$ cat src/sv/gqp_pkg.sv
// shared types, constants and codes for the gray quantize and pack core
`default_nettype none

package gqp_pkg;

    // luma weights, q16
    localparam logic [14:0] W_RED   = 15'd19595;
    localparam logic [15:0] W_GREEN = 16'd38470;
    localparam logic [12:0] W_BLUE  = 13'd7471;

    // widest row in pixels
    localparam logic [12:0] MAX_WIDTH = 13'd4096;

    // register indexes on the config channel
    localparam logic [1:0] CFG_DEPTH_SELECT   = 2'd0;
    localparam logic [1:0] CFG_ROW_WIDTH      = 2'd1;
    localparam logic [1:0] CFG_SOURCE_IS_GRAY = 2'd2;

    // depth select codes
    localparam logic [1:0] DEPTH_1BIT = 2'd0;
    localparam logic [1:0] DEPTH_4BIT = 2'd1;
    localparam logic [1:0] DEPTH_8BIT = 2'd2;

    // reset values of the config registers
    localparam logic [1:0]  DEPTH_SELECT_RST = DEPTH_8BIT;
    localparam logic [12:0] ROW_WIDTH_RST    = 13'd1;

    typedef struct packed {
        logic [1:0]  depth_select;
        logic [12:0] row_width;
        logic        source_is_gray;
    } gqp_cfg_t;

    // gray level handed from the luma pipe to the packer
    typedef struct packed {
        logic       valid;
        logic [7:0] gray;
    } gqp_gray_t;

endpackage

`default_nettype wire

$ cat src/sv/gqp_luma.sv
// input register, luma products and gray level register
`default_nettype none

module gqp_luma (
    input  wire logic               clk,
    input  wire logic               rst_n,
    input  wire logic               in_valid,
    output logic                    in_ready,
    input  wire logic [7:0]         red,
    input  wire logic [7:0]         green,
    input  wire logic [7:0]         blue,
    input  wire logic               source_is_gray,
    output gqp_pkg::gqp_gray_t      gray_out,
    input  wire logic               gray_ready
);

    logic        pix_valid_reg;
    logic [7:0]  red_reg;
    logic [7:0]  green_reg;
    logic [7:0]  blue_reg;

    logic        prod_valid_reg;
    logic [22:0] prod_r_reg;
    logic [23:0] prod_g_reg;
    logic [20:0] prod_b_reg;
    logic [7:0]  red_pass_reg;

    logic        gray_valid_reg;
    logic [7:0]  gray_reg;

    logic        adv_gray;
    logic        adv_prod;
    logic        adv_pix;
    logic [22:0] prod_r_next;
    logic [23:0] prod_g_next;
    logic [20:0] prod_b_next;
    logic [24:0] luma_sum;
    logic [8:0]  luma;
    logic [7:0]  gray_next;

    assign adv_gray = !gray_valid_reg || gray_ready;
    assign adv_prod = !prod_valid_reg || adv_gray;
    assign adv_pix  = !pix_valid_reg || adv_prod;
    assign in_ready = adv_pix;

    assign prod_r_next = 23'(gqp_pkg::W_RED) * 23'(red_reg);
    assign prod_g_next = 24'(gqp_pkg::W_GREEN) * 24'(green_reg);
    assign prod_b_next = 21'(gqp_pkg::W_BLUE) * 21'(blue_reg);

    assign luma_sum = 25'(prod_r_reg) + 25'(prod_g_reg) + 25'(prod_b_reg);
    assign luma     = luma_sum[24:16];

    always_comb
    begin
        if (source_is_gray)
        begin
            gray_next = red_pass_reg;
        end
        else if (luma > 9'd255)
        begin
            gray_next = 8'd255;
        end
        else
        begin
            gray_next = luma[7:0];
        end
    end

    always_ff @(posedge clk or negedge rst_n)
    begin
        if (!rst_n)
        begin
            pix_valid_reg  <= 1'b0;
            prod_valid_reg <= 1'b0;
            gray_valid_reg <= 1'b0;
        end
        else
        begin
            if (adv_pix)
            begin
                pix_valid_reg <= in_valid;
            end
            if (adv_prod)
            begin
                prod_valid_reg <= pix_valid_reg;
            end
            if (adv_gray)
            begin
                gray_valid_reg <= prod_valid_reg;
            end
        end
    end

    always_ff @(posedge clk)
    begin
        if (adv_pix && in_valid)
        begin
            red_reg   <= red;
            green_reg <= green;
            blue_reg  <= blue;
        end
        if (adv_prod && pix_valid_reg)
        begin
            prod_r_reg   <= prod_r_next;
            prod_g_reg   <= prod_g_next;
            prod_b_reg   <= prod_b_next;
            red_pass_reg <= red_reg;
        end
        if (adv_gray && prod_valid_reg)
        begin
            gray_reg <= gray_next;
        end
    end

    assign gray_out.valid = gray_valid_reg;
    assign gray_out.gray  = gray_reg;

endmodule

`default_nettype wire

$ cat src/sv/gqp_pack.sv
// palette quantizer, bit packer, row padding and output register
`default_nettype none

module gqp_pack (
    input  wire logic               clk,
    input  wire logic               rst_n,
    input  wire gqp_pkg::gqp_gray_t gray_in,
    output logic                    gray_ready,
    input  wire logic [1:0]         depth_select,
    input  wire logic [12:0]        row_width,
    output logic                    out_valid,
    input  wire logic               out_ready,
    output logic [7:0]              out_byte,
    output logic                    row_last
);

    logic [11:0] column_count_reg;
    logic [7:0]  pack_acc_reg;
    logic [2:0]  bits_filled_reg;
    logic [1:0]  row_bytes_mod4_reg;
    logic [1:0]  pads_reg;
    logic        out_valid_reg;
    logic [7:0]  out_byte_reg;
    logic        row_last_reg;

    logic [3:0]  bpp;
    logic [7:0]  idx;
    logic [8:0]  round_sum;
    logic [16:0] recip_prod;
    logic [3:0]  room;
    logic [7:0]  acc_or;
    logic        full;
    logic [3:0]  bits_sum;
    logic [7:0]  acc_next;
    logic [12:0] eff_width;
    logic        row_end;
    logic        out_free;
    logic        take;

    // nearest palette index; 4 bit levels are 17 apart, so round(g / 17)
    assign round_sum  = {1'b0, gray_in.gray} + 9'd8;
    assign recip_prod = 17'(round_sum) * 17'd241;

    always_comb
    begin
        case (depth_select)
            gqp_pkg::DEPTH_1BIT:
            begin
                bpp = 4'd1;
                idx = {7'd0, gray_in.gray[7]};
            end
            gqp_pkg::DEPTH_4BIT:
            begin
                bpp = 4'd4;
                idx = {3'd0, recip_prod[16:12]};
            end
            default:
            begin
                bpp = 4'd8;
                idx = gray_in.gray;
            end
        endcase
    end

    // msb-first packing; an index that overflows the room keeps its high bits
    assign room     = 4'd8 - {1'b0, bits_filled_reg};
    assign full     = (bpp >= room);
    assign bits_sum = {1'b0, bits_filled_reg} + bpp;

    always_comb
    begin
        if (full)
        begin
            acc_or = idx >> (bpp - room);
        end
        else
        begin
            acc_or = idx << (room - bpp);
        end
    end

    assign acc_next = pack_acc_reg | acc_or;

    always_comb
    begin
        if (row_width == 13'd0)
        begin
            eff_width = 13'd1;
        end
        else if (row_width > gqp_pkg::MAX_WIDTH)
        begin
            eff_width = gqp_pkg::MAX_WIDTH;
        end
        else
        begin
            eff_width = row_width;
        end
    end

    assign row_end    = ({1'b0, column_count_reg} + 13'd1) >= eff_width;
    assign out_free   = !out_valid_reg || out_ready;
    assign gray_ready = (pads_reg == 2'd0) && out_free;
    assign take       = gray_in.valid && gray_ready;

    always_ff @(posedge clk or negedge rst_n)
    begin
        if (!rst_n)
        begin
            column_count_reg   <= '0;
            pack_acc_reg       <= '0;
            bits_filled_reg    <= '0;
            row_bytes_mod4_reg <= '0;
            pads_reg           <= '0;
            out_valid_reg      <= 1'b0;
            out_byte_reg       <= '0;
            row_last_reg       <= 1'b0;
        end
        else
        begin
            if (take)
            begin
                if (full || row_end)
                begin
                    out_valid_reg   <= 1'b1;
                    out_byte_reg    <= acc_next;
                    row_last_reg    <= row_end && (row_bytes_mod4_reg == 2'd3);
                    pack_acc_reg    <= '0;
                    bits_filled_reg <= '0;
                end
                else
                begin
                    pack_acc_reg    <= acc_next;
                    bits_filled_reg <= bits_sum[2:0];
                    if (out_ready)
                    begin
                        out_valid_reg <= 1'b0;
                    end
                end
                if (row_end)
                begin
                    column_count_reg   <= '0;
                    row_bytes_mod4_reg <= '0;
                    pads_reg           <= 2'd3 - row_bytes_mod4_reg;
                end
                else
                begin
                    column_count_reg <= column_count_reg + 12'd1;
                    if (full)
                    begin
                        row_bytes_mod4_reg <= row_bytes_mod4_reg + 2'd1;
                    end
                end
            end
            else if ((pads_reg != 2'd0) && out_free)
            begin
                // zero padding up to the 4 byte row boundary
                out_valid_reg <= 1'b1;
                out_byte_reg  <= 8'd0;
                row_last_reg  <= (pads_reg == 2'd1);
                pads_reg      <= pads_reg - 2'd1;
            end
            else if (out_ready)
            begin
                out_valid_reg <= 1'b0;
            end
        end
    end

    assign out_valid = out_valid_reg;
    assign out_byte  = out_byte_reg;
    assign row_last  = row_last_reg;

endmodule

`default_nettype wire

$ cat src/sv/gray_quantize_pack_core.sv
// top level of the gray quantize and pack core
//
//  channel  | signals                               | direction | carries
//  ---------+---------------------------------------+-----------+---------------------------
//  s_axis   | tvalid tready tdata[23:0]             | in        | one rgb pixel per transaction
//  m_axis   | tvalid tready tdata[7:0] tlast        | out       | packed index or pad byte
//  cfg      | cfg_valid cfg_ready cfg_index cfg_data| in        | register write
//
// one pixel per cycle is taken while no stage stalls; a byte leaves after its last pixel
// has passed the input register, product register, gray register and output register
// a row end adds up to 3 zero pad bytes; the packer takes no gray level while it
// sends them, so s_axis stalls once the three stages ahead of it are full
// output stalls back-pressure the pipe stage by stage; config writes are always taken
// reset clears all valid bits, the packer and the config registers (8 bit, width 1, rgb)
`default_nettype none

module gray_quantize_pack_core (
    input  wire logic        clk,
    input  wire logic        rst_n,
    // pixel in
    input  wire logic        s_axis_tvalid,
    output logic             s_axis_tready,
    input  wire logic [23:0] s_axis_tdata,   // red [7:0], green [15:8], blue [23:16]
    // byte out
    output logic             m_axis_tvalid,
    input  wire logic        m_axis_tready,
    output logic [7:0]       m_axis_tdata,   // out_byte [7:0]
    output logic             m_axis_tlast,   // row_last
    // register writes
    input  wire logic        cfg_valid,
    output logic             cfg_ready,
    input  wire logic [1:0]  cfg_index,
    input  wire logic [12:0] cfg_data
);

    gqp_pkg::gqp_cfg_t  cfg_reg;
    gqp_pkg::gqp_gray_t gray_bus;
    logic               gray_ready;

    assign cfg_ready = 1'b1;

    // config registers; an index past the list is dropped
    always_ff @(posedge clk or negedge rst_n)
    begin
        if (!rst_n)
        begin
            cfg_reg.depth_select   <= gqp_pkg::DEPTH_SELECT_RST;
            cfg_reg.row_width      <= gqp_pkg::ROW_WIDTH_RST;
            cfg_reg.source_is_gray <= 1'b0;
        end
        else if (cfg_valid)
        begin
            case (cfg_index)
                gqp_pkg::CFG_DEPTH_SELECT:   cfg_reg.depth_select   <= cfg_data[1:0];
                gqp_pkg::CFG_ROW_WIDTH:      cfg_reg.row_width      <= cfg_data;
                gqp_pkg::CFG_SOURCE_IS_GRAY: cfg_reg.source_is_gray <= cfg_data[0];
                default:
                begin
                end
            endcase
        end
    end

    // luma pipe: pixel register, weighted products, gray level
    gqp_luma u_luma (
        .clk            (clk),
        .rst_n          (rst_n),
        .in_valid       (s_axis_tvalid),
        .in_ready       (s_axis_tready),
        .red            (s_axis_tdata[7:0]),
        .green          (s_axis_tdata[15:8]),
        .blue           (s_axis_tdata[23:16]),
        .source_is_gray (cfg_reg.source_is_gray),
        .gray_out       (gray_bus),
        .gray_ready     (gray_ready)
    );

    // quantize to the palette, pack msb first, pad each row to a multiple of 4 bytes
    gqp_pack u_pack (
        .clk          (clk),
        .rst_n        (rst_n),
        .gray_in      (gray_bus),
        .gray_ready   (gray_ready),
        .depth_select (cfg_reg.depth_select),
        .row_width    (cfg_reg.row_width),
        .out_valid    (m_axis_tvalid),
        .out_ready    (m_axis_tready),
        .out_byte     (m_axis_tdata),
        .row_last     (m_axis_tlast)
    );

endmodule

`default_nettype wire

$ cat config.mk
export PLATFORM = sky130hd
export DESIGN_NAME = gray_quantize_pack_core
export DESIGN_NICKNAME = d
export VERILOG_FILES = /design/src/sv/gqp_pkg.sv /design/src/sv/gqp_luma.sv /design/src/sv/gqp_pack.sv /design/src/sv/gray_quantize_pack_core.sv
export SDC_FILE = /design/constraint.sdc
export NUM_CORES = 1
export LEC_CHECK = 0
export ABC_AREA = 1
export ABC_CLOCK_PERIOD_IN_PS = 10890
export BUFFER_PORTS_ARGS = -buffer_cell sky130_fd_sc_hd__buf_2
export CORE_MARGIN = 1.5
export CORE_UTILIZATION = 60
export DETAILED_ROUTE_END_ITERATION = 7
export PLACE_DENSITY = 0.86
export SLEW_MARGIN = 10
export SYNTH_ARGS = -nofsm -noshare
export SYNTH_HDL_FRONTEND = slang
export SYNTH_HIERARCHICAL = 1
export SYNTH_SLANG_ARGS = --single-unit
export TNS_END_PERCENT = 10
$ cat constraint.sdc
create_clock -name clk -period 10.89 [get_ports clk]
set_input_delay 2.7225 -clock clk [delete_from_list [all_inputs] [get_ports clk]]
set_output_delay 2.7225 -clock clk [all_outputs]
set_load 0.01 [all_outputs]
======== After elaboration in Yosys (flattened, before gate mapping) ========
Cells that the tools add are included.
W data, S select, Z words.
word-level totals
  input port bits ......................... 44
  register bits after elaboration ......... 163
  logic and storage cells ................. 106
operators by class
  multiplexer cells ....................... 25
  add/sub/neg operators ................... 12
  multiply operators ...................... 4
  reduce and logical (&&, ||, !) cells .... 29
  order comparisons ....................... 4
  bitwise gates (word level) .............. 1
  equal/unequal tests ..................... 7
  shift operators ......................... 2
operators by type and width
  cell                     count
  $mux W8                  7
  $mul A15 B8 Y23 const A  2
  $mux W13                 2
  $add A23 B24 Y25         1
  $add A25 B21 Y25         1
  $mul A13 B8 Y21 const A  1
  $mul A9 B8 Y17 const B   1
  $pmux W8 S2              1
  $add A12 B1 Y13 const B  1
  $ge A13 B13 Y1           1
  $gt A13 B13 Y1 const B   1
  $logic_not A13 Y1        1
  $add A12 B1 Y12 const B  1
  $mux W12                 1
  $reduce_and A2 Y1        6
  $mux W2                  5
  $add A8 B4 Y9 const B    1
  $gt A9 B8 Y1 const B     1
  $or A8 B8 Y8             1
  $pmux W4 S2              1
  $shl A8 B4 Y8            1
  $shr A8 B4 Y8            1
  $sub A4 B4 Y4            2
  $logic_and A1 B1 Y1      7
  other kinds (16)         36

======== Longest topological paths before layout ========
Gate-level depths: netlist of the first run.
  depth after elaboration ................. 8
  gate-level depth with buffers ........... 30
  depth with buffers taken out ............ 30

======== Hierarchy ========
Netlist of the first run, hierarchy kept.
modules (own cells, without submodules)
  module                   cells each  area an instance (um2)  instances  seq. area each (um2)
  gqp_luma                 1,229       11,274.6                1          3,258.1
  gqp_pack                 632         4,395.5                 1          925.9
  gray_quantize_pack_core  78          721.9                   1          402.9

======== Least setup slack after synthesis of the first run ========
Ideal clock, no wire load.
  kind .................................... input port to output port
  start ................................... input port m_axis_tready
  end ..................................... output port s_axis_tready
  setup slack ............................. 4,924 ps
  data arrival time ....................... 3,243 ps
  buffers on the path ..................... 0
  required time ........................... 8,168 ps
  cell stages on the path ................. 8
  path through ............................ inv_1 -> nand2_1 -> nand2_1 -> inv_1 -> inv_1 -> nand2_1 -> nor2_1 -> nand2_1
between the ends
  word-level cells in the longest chain between the ends .. 5
RTL lines
  what                 line                           source
  start: declaration   gray_quantize_pack_core.sv:26  input wire logic m_axis_tready,
  $logic_or A1 B1 Y1   gqp_pack.sv:101                assign out_free = !out_valid_reg || out_ready;
  $logic_and A1 B1 Y1  gqp_pack.sv:102                assign gray_ready = (pads_reg == 2'd0) && out_free;
  via gray_ready       gray_quantize_pack_core.sv:38  logic gray_ready;
  $logic_or A1 B1 Y1   gqp_luma.sv:41                 assign adv_gray = !gray_valid_reg || gray_ready;
  $logic_or A1 B1 Y1   gqp_luma.sv:42                 assign adv_prod = !prod_valid_reg || adv_gray;
  $logic_or A1 B1 Y1   gqp_luma.sv:43                 assign adv_pix = !pix_valid_reg || adv_prod;
  end: declaration     gray_quantize_pack_core.sv:22  output logic s_axis_tready,
The timed path passes the listed nets, and every way through them passes these cells.

======== Final worst setup path of the first run ========
Ends and elaborated chain as after synthesis.

==> results of run 1 <==
final cells by class:
| type | instances | area, um^2 | area share [%] |
|---|---|---|---|
| multi-input combinational | 1397 | 10300 | 58.7 |
| clock inverter | 15 | 186 | 1.06 |
| inverter | 359 | 1350 | 7.66 |
| sequential | 162 | 4590 | 26.1 |
| tap | 341 | 427 | 2.43 |
| clock buffer | 17 | 425 | 2.42 |
| timing repair buffer | 56 | 285 | 1.62 |
per-stage QoR:
stage	cell area (um^2)	setup slack, ns	utilization (%)
after global routing	17600	4.39	65.4
after global placement	17000	4.58	63.2
after detailed placement	17000	4.58	63.2
after CTS	17600	4.57	65.4
final	17600	4.57	65.4
after floorplan	16400	4.92	-
final timing paths:
check	from	to	slack, ns	cells past startpoint
max in group asynchronous	rst_n	cfg_reg[3]$_DFFE_PN0P_	8.02	2
worst max-delay path	m_axis_tready	s_axis_tready	4.57	10
worst min-delay path	u_pack/out_byte[2]$_DFFE_PN0P_	u_pack/out_byte[2]$_DFFE_PN0P_	0.47	2
worst min register to register	u_pack/out_byte[2]$_DFFE_PN0P_	u_pack/out_byte[2]$_DFFE_PN0P_	0.47	2
worst max register to register	u_luma/gray_reg[3]$_DFFE_PP_	u_pack/out_byte[3]$_DFFE_PN0P_	6.01	26
min in group asynchronous	rst_n	u_pack/pack_acc_reg[1]$_DFFE_PN0P_	2.40	2
tightest hold or removal path: stages (launching register included):
cell and delay [ns]:
dfrtp_1 0.34, nand2_1 0.05, nand2_1 0.05
layer usage:
metal	wire length [um]	vias to the layer above
met3	1160	75
met4	1250	0
met1	15400	6061
li1	-	6437
met5	0	-
met2	17500	298
cell families (layout without fill, tap and decap cells):
| family | Yosys count | after routing |
|---|---|---|
| AND/OR/NAND/NOR | 752 | 752 |
| buffers and inverters | 380 | 447 |
| adder cells (fa/ha/maj) | 358 | 358 |
| AO/OA/AOI/OAI | 215 | 215 |
| flip-flops | 162 | 162 |
| XOR/XNOR | 71 | 71 |
| other | 1 | 1 |
placed cells by master, fill, tap and decap left out, types with 5 or more instances in the layout:
cell and n:
a31oi_1 8, nand2_1 437, nor2_2 7, nand2_2 8, nor3_1 14, nand3_2 14
nand4_1 35, o21ai_0 58, o21bai_1 8, buf_2 54, nor4_1 6, clkbuf_16 17
xor2_1 51, nand3_1 114, a21o_1 5, o21ai_1 11, xnor2_1 20, ha_1 265
dfrtp_1 54, a21oi_1 105, nor2_1 97, fa_1 93, inv_1 349, inv_2 9
edfxtp_1 106, clkinv_8 6
==> flow_metrics.env, run 1 <==
export IMPL_outcome="completed"
export IMPL_ctsHoldBuffers=0
export IMPL_cp_slowest_stage_delay_ns=0.15
export IMPL_synth_main_ff_cell="edfxtp_1"
export IMPL_core_area_um2=26900
export IMPL_die_area_um2=28300
export IMPL_grt_pass1_vias=13062
export IMPL_timing_fmax_mhz=158
export IMPL_cp_slowest_cell="buf_2"
export IMPL_fill_cells=2222
export IMPL_post_dp_hpwl_mm=29.0
export IMPL_rsz0062_at_grt="false"
export IMPL_synth_cell_types=49
export IMPL_yosysMostFrequentCell="nand2_1"
export IMPL_cts_setup_buffers=0
export IMPL_area_growth_pct=7.28
export IMPL_cts_buffers=17
export IMPL_chipHeight_um=168
export IMPL_hold_slack_ns=0.473
export IMPL_antenna_found_initial=0
export IMPL_start_util_pct=61.0
export IMPL_critPathLaunchType="input pin"
export IMPL_synthTopCellsByArea="ha_1, edfxtp_1, fa_1, nand2_1, dfrtp_1"
export IMPL_finalSetupViolations=0
export IMPL_cts_tree="yes"
export IMPL_worst_path_most_repeated_cell="nand2_1"
export IMPL_cp_top_family="buffers and inverters"
export IMPL_drt_iter0_markers=826
export IMPL_row_count=60
export IMPL_chipWidth_um=168
export IMPL_antenna_cells=0
export IMPL_maxCapViolCount=0
export IMPL_synth_edff_count=106
export IMPL_cts_htree_levels=4
export IMPL_synth_area_leader_cell="ha_1"
export IMPL_post_drt_wl_per_cell_um=15.0
export IMPL_synth_seq_area_share_pct=28.0
export IMPL_synth_mux_area_share_pct=0
export IMPL_place_inst=2315
export IMPL_grt_overflow_total=0
export IMPL_finalSetupTns_ns=0
export IMPL_port_buffers=54
export IMPL_postSynth_asyncResetShare_pct=34.6
export IMPL_syn_area_um2=16400
export IMPL_synth_top_family_by_area="adder cells"
export IMPL_synthSimpleGateAreaFrac_pct=20.3
export IMPL_crit_type="in -> out"
export IMPL_drv_slew=0
export IMPL_drt_pass1_iter_count=5
export IMPL_ios=56
export IMPL_clk_latency_ns=0.45
export IMPL_clock_sinks=162
export IMPL_period_needed_ns=6.32
export IMPL_drive_above_1_share_pct=7.43
export IMPL_hold_path_class="reg -> reg"
export IMPL_synth_compound_area_share_pct=7.28
export IMPL_synth_top_cell_area_share_pct=20.2
export IMPL_worstPathMaxFanout=3
export IMPL_grt_pass1_wl_mm=60.1
export IMPL_drtAntennaViolNets=0
export IMPL_dr_total_vias=12871
export IMPL_fin_worst_skew_ns=0.0179
export IMPL_path_cells="buf_2 -> inv_1 -> nand2_1 -> nand2_1 -> inv_1 -> inv_1 -> nand2_1 -> nor2_1 -> nand2_1 -> buf_2"
export IMPL_clk_pin_slew_ns=0.07
export IMPL_cts_path_max_buffers=2
export IMPL_synthAdderAreaFrac_pct=31.6
export IMPL_use_met2_pct=46.7
export IMPL_worst_pin_slew_ns=1.12
export IMPL_cts_root_buf="clkbuf_16"
export IMPL_hold_violations=0
export IMPL_gr_usage_met1_pct=32.1
export IMPL_yosys_warnings=6
export IMPL_place_congestion=0.922
export IMPL_via_per_inst=5.48
export IMPL_nNetsFinal=2395
export IMPL_crit_buf_inv=5
export IMPL_drc_errors=0
export IMPL_wl_mm=35.2
export IMPL_synthCells=1939
export IMPL_worst_endpoint_arrival_ns=3.59
export IMPL_synth_xor_area_share_pct=3.79
export IMPL_track_usage_pct=26.3
export IMPL_cts_resized=0
export IMPL_crit_required_ns=8.17
export IMPL_syn_nets=2341
export IMPL_crit_path_end_kind="output pin"
export IMPL_finalNonFillerCells=2347
export IMPL_grt_max_degree=75
export IMPL_gr_max_usage_layer="met2"
export IMPL_synth_seq_cells=162
export IMPL_grtUsageMet3_pct=3.29
export IMPL_period_share_pct=58.0
export IMPL_relSlewSlack_pct=25.3
export IMPL_ys_top_cells_by_count="nand2_1, inv_1, ha_1"
export IMPL_syn_avg_cell_area_um2=8.45
Power of run 1 is left out: the tool's default activity adds up to more than one toggle a clock period on the data nets, which glitch-free logic cannot reach.
==> run 2: changes to the inputs <==
- ABC_CLOCK_PERIOD_IN_PS: 10890 -> 6100
- clock period: 10.89 -> 6.1 ns (I/O delays scaled with it)
==> run 2 against run 1 <==
Compared with the run above:
- wire length grew 3.3%
- sequential share of layout area grew 0.12 points
- final cell count is the same
- design area shrank 0.44%
- utilization shrank 0.29 points
- count of clock-buffer cells in the layout grew 2
- critical path depth grew 16
- first-iteration DRC count grew 5.6%
- register-to-register slack lost 4.7 ns
==> flow_metrics.env, run 2 (same netlist as run 1, synthesis figures left out) <==
export IMPL_cts_setup_buffers=0
export IMPL_drtAntennaViolNets=0
export IMPL_cts_root_buf="clkbuf_16"
export IMPL_cts_htree_levels=4
export IMPL_place_congestion=0.928
export IMPL_chipHeight_um=168
export IMPL_drt_pass1_iter_count=5
export IMPL_grt_pass1_vias=13137
export IMPL_hold_path_class="reg -> reg"
export IMPL_via_per_inst=5.52
export IMPL_critPathLaunchType="flop"
export IMPL_finalNonFillerCells=2347
export IMPL_track_usage_pct=27.0
export IMPL_place_inst=2315
export IMPL_crit_type="reg -> reg"
export IMPL_dr_total_vias=12952
export IMPL_worst_endpoint_arrival_ns=5.14
export IMPL_period_needed_ns=4.77
export IMPL_clk_latency_ns=0.44
export IMPL_clock_sinks=162
export IMPL_port_buffers=54
export IMPL_fin_worst_skew_ns=0.0160
export IMPL_finalSetupTns_ns=0
export IMPL_timing_fmax_mhz=210
export IMPL_antenna_cells=0
export IMPL_maxCapViolCount=0
export IMPL_period_share_pct=78.2
export IMPL_hold_violations=0
export IMPL_nNetsFinal=2395
export IMPL_chipWidth_um=168
export IMPL_grt_max_degree=57
export IMPL_drv_slew=0
export IMPL_worst_pin_slew_ns=1.16
export IMPL_drc_errors=0
export IMPL_wl_mm=36.4
export IMPL_antenna_found_initial=0
export IMPL_grt_pass1_wl_mm=61.1
export IMPL_clk_pin_slew_ns=0.08
export IMPL_final_cell_mix="nand2_1, inv_1, ha_1"
export IMPL_finalSetupViolations=0
export IMPL_row_count=60
export IMPL_hold_slack_ns=0.472
export IMPL_cts_path_max_buffers=2
export IMPL_area_growth_pct=6.81
export IMPL_cts_buffers=17
export IMPL_crit_required_ns=6.47
export IMPL_grt_overflow_total=0
export IMPL_drive_above_1_share_pct=7.33
export IMPL_start_util_pct=61.0
export IMPL_die_area_um2=28300
export IMPL_core_area_um2=26900
export IMPL_post_dp_hpwl_mm=30.0
export IMPL_rsz0062_at_grt="false"
export IMPL_cts_resized=0
export IMPL_relSlewSlack_pct=22.3
export IMPL_ios=56
export IMPL_cts_tree="yes"
export IMPL_crit_path_end_kind="flop"
export IMPL_drt_iter0_markers=872
export IMPL_post_drt_wl_per_cell_um=15.5
export IMPL_finalCoreUtilization_pct=65.1
export IMPL_outcome="completed"
export IMPL_worstPathMaxFanout=6
export IMPL_ctsHoldBuffers=0
export IMPL_final_common_cell="nand2_1"
==> run 2: worst max-delay path: stages, from the launching register on <==
cell,delay (ns)
edfxtp_1,0.47
ha_1,0.26
nand3_1,0.10
xor2_1,0.45
inv_1,0.17
ha_1,0.33
inv_1,0.05
fa_1,0.49
inv_1,0.04
ha_1,0.29
ha_1,0.30
ha_1,0.36
nand2_1,0.09
nand2_1,0.04
inv_1,0.07
o21ai_0,0.08
a21oi_1,0.17
nand2_1,0.08
nand2_1,0.07
nand3_2,0.09
nand3_2,0.13
nand3_1,0.10
nand2_1,0.10
nand2_1,0.05
nand3_1,0.14
nand2_1,0.07
nand2_1,0.08
==> run 2: final cells by class <==
class / instances / area, um^2
clock buffers: 19 / 433
flip-flops and latches: 162 / 4590
repair buffers: 56 / 285
inverters: 359 / 1350
well taps: 341 / 427
clock inverters: 13 / 101
fillers: 2214 / 9370
multi-input cells: 1397 / 10300
==> run 2: metal layers <==
| metal | GRT usage (%) | routed length (um) | vias up |
|---|---|---|---|
| li1 | - | - | 6433 |
| met1 | 32.6 | 15500 | 6132 |
| met2 | 47.8 | 18200 | 303 |
| met3 | 3.71 | 1310 | 84 |
| met4 | 12.8 | 1470 | 0 |
| met5 | 0 | 0 | - |
==> run 2: final timing paths <==
check                                                  start                                end  slack [ns]  cells after the start
hold reg to reg            u_luma/prod_valid_reg$_DFFE_PN0P_  u_luma/gray_valid_reg$_DFFE_PN0P_        0.47                      2
min in group asynchronous                              rst_n         u_pack/out_valid$_DFF_PN0_        1.21                      2
setup / recovery                u_luma/gray_reg[4]$_DFFE_PP_     u_pack/out_byte[3]$_DFFE_PN0P_        1.33                     26
setup reg to reg                u_luma/gray_reg[4]$_DFFE_PP_     u_pack/out_byte[3]$_DFFE_PN0P_        1.33                     26
max in group asynchronous                              rst_n  u_luma/prod_valid_reg$_DFFE_PN0P_        4.41                      2
hold / removal             u_luma/prod_valid_reg$_DFFE_PN0P_  u_luma/gray_valid_reg$_DFFE_PN0P_        0.47                      2
==> run 2: stage by stage <==
stage | cell area, um^2 | setup slack (ns)
final | 17500 | 1.33
after global routing | 17500 | 0.881
after CTS | 17500 | 1.33
after detailed placement | 17000 | 1.37
after global placement | 17000 | 1.51
after floorplan | 16400 | 1.82
Power of run 2 is left out for the same reason.
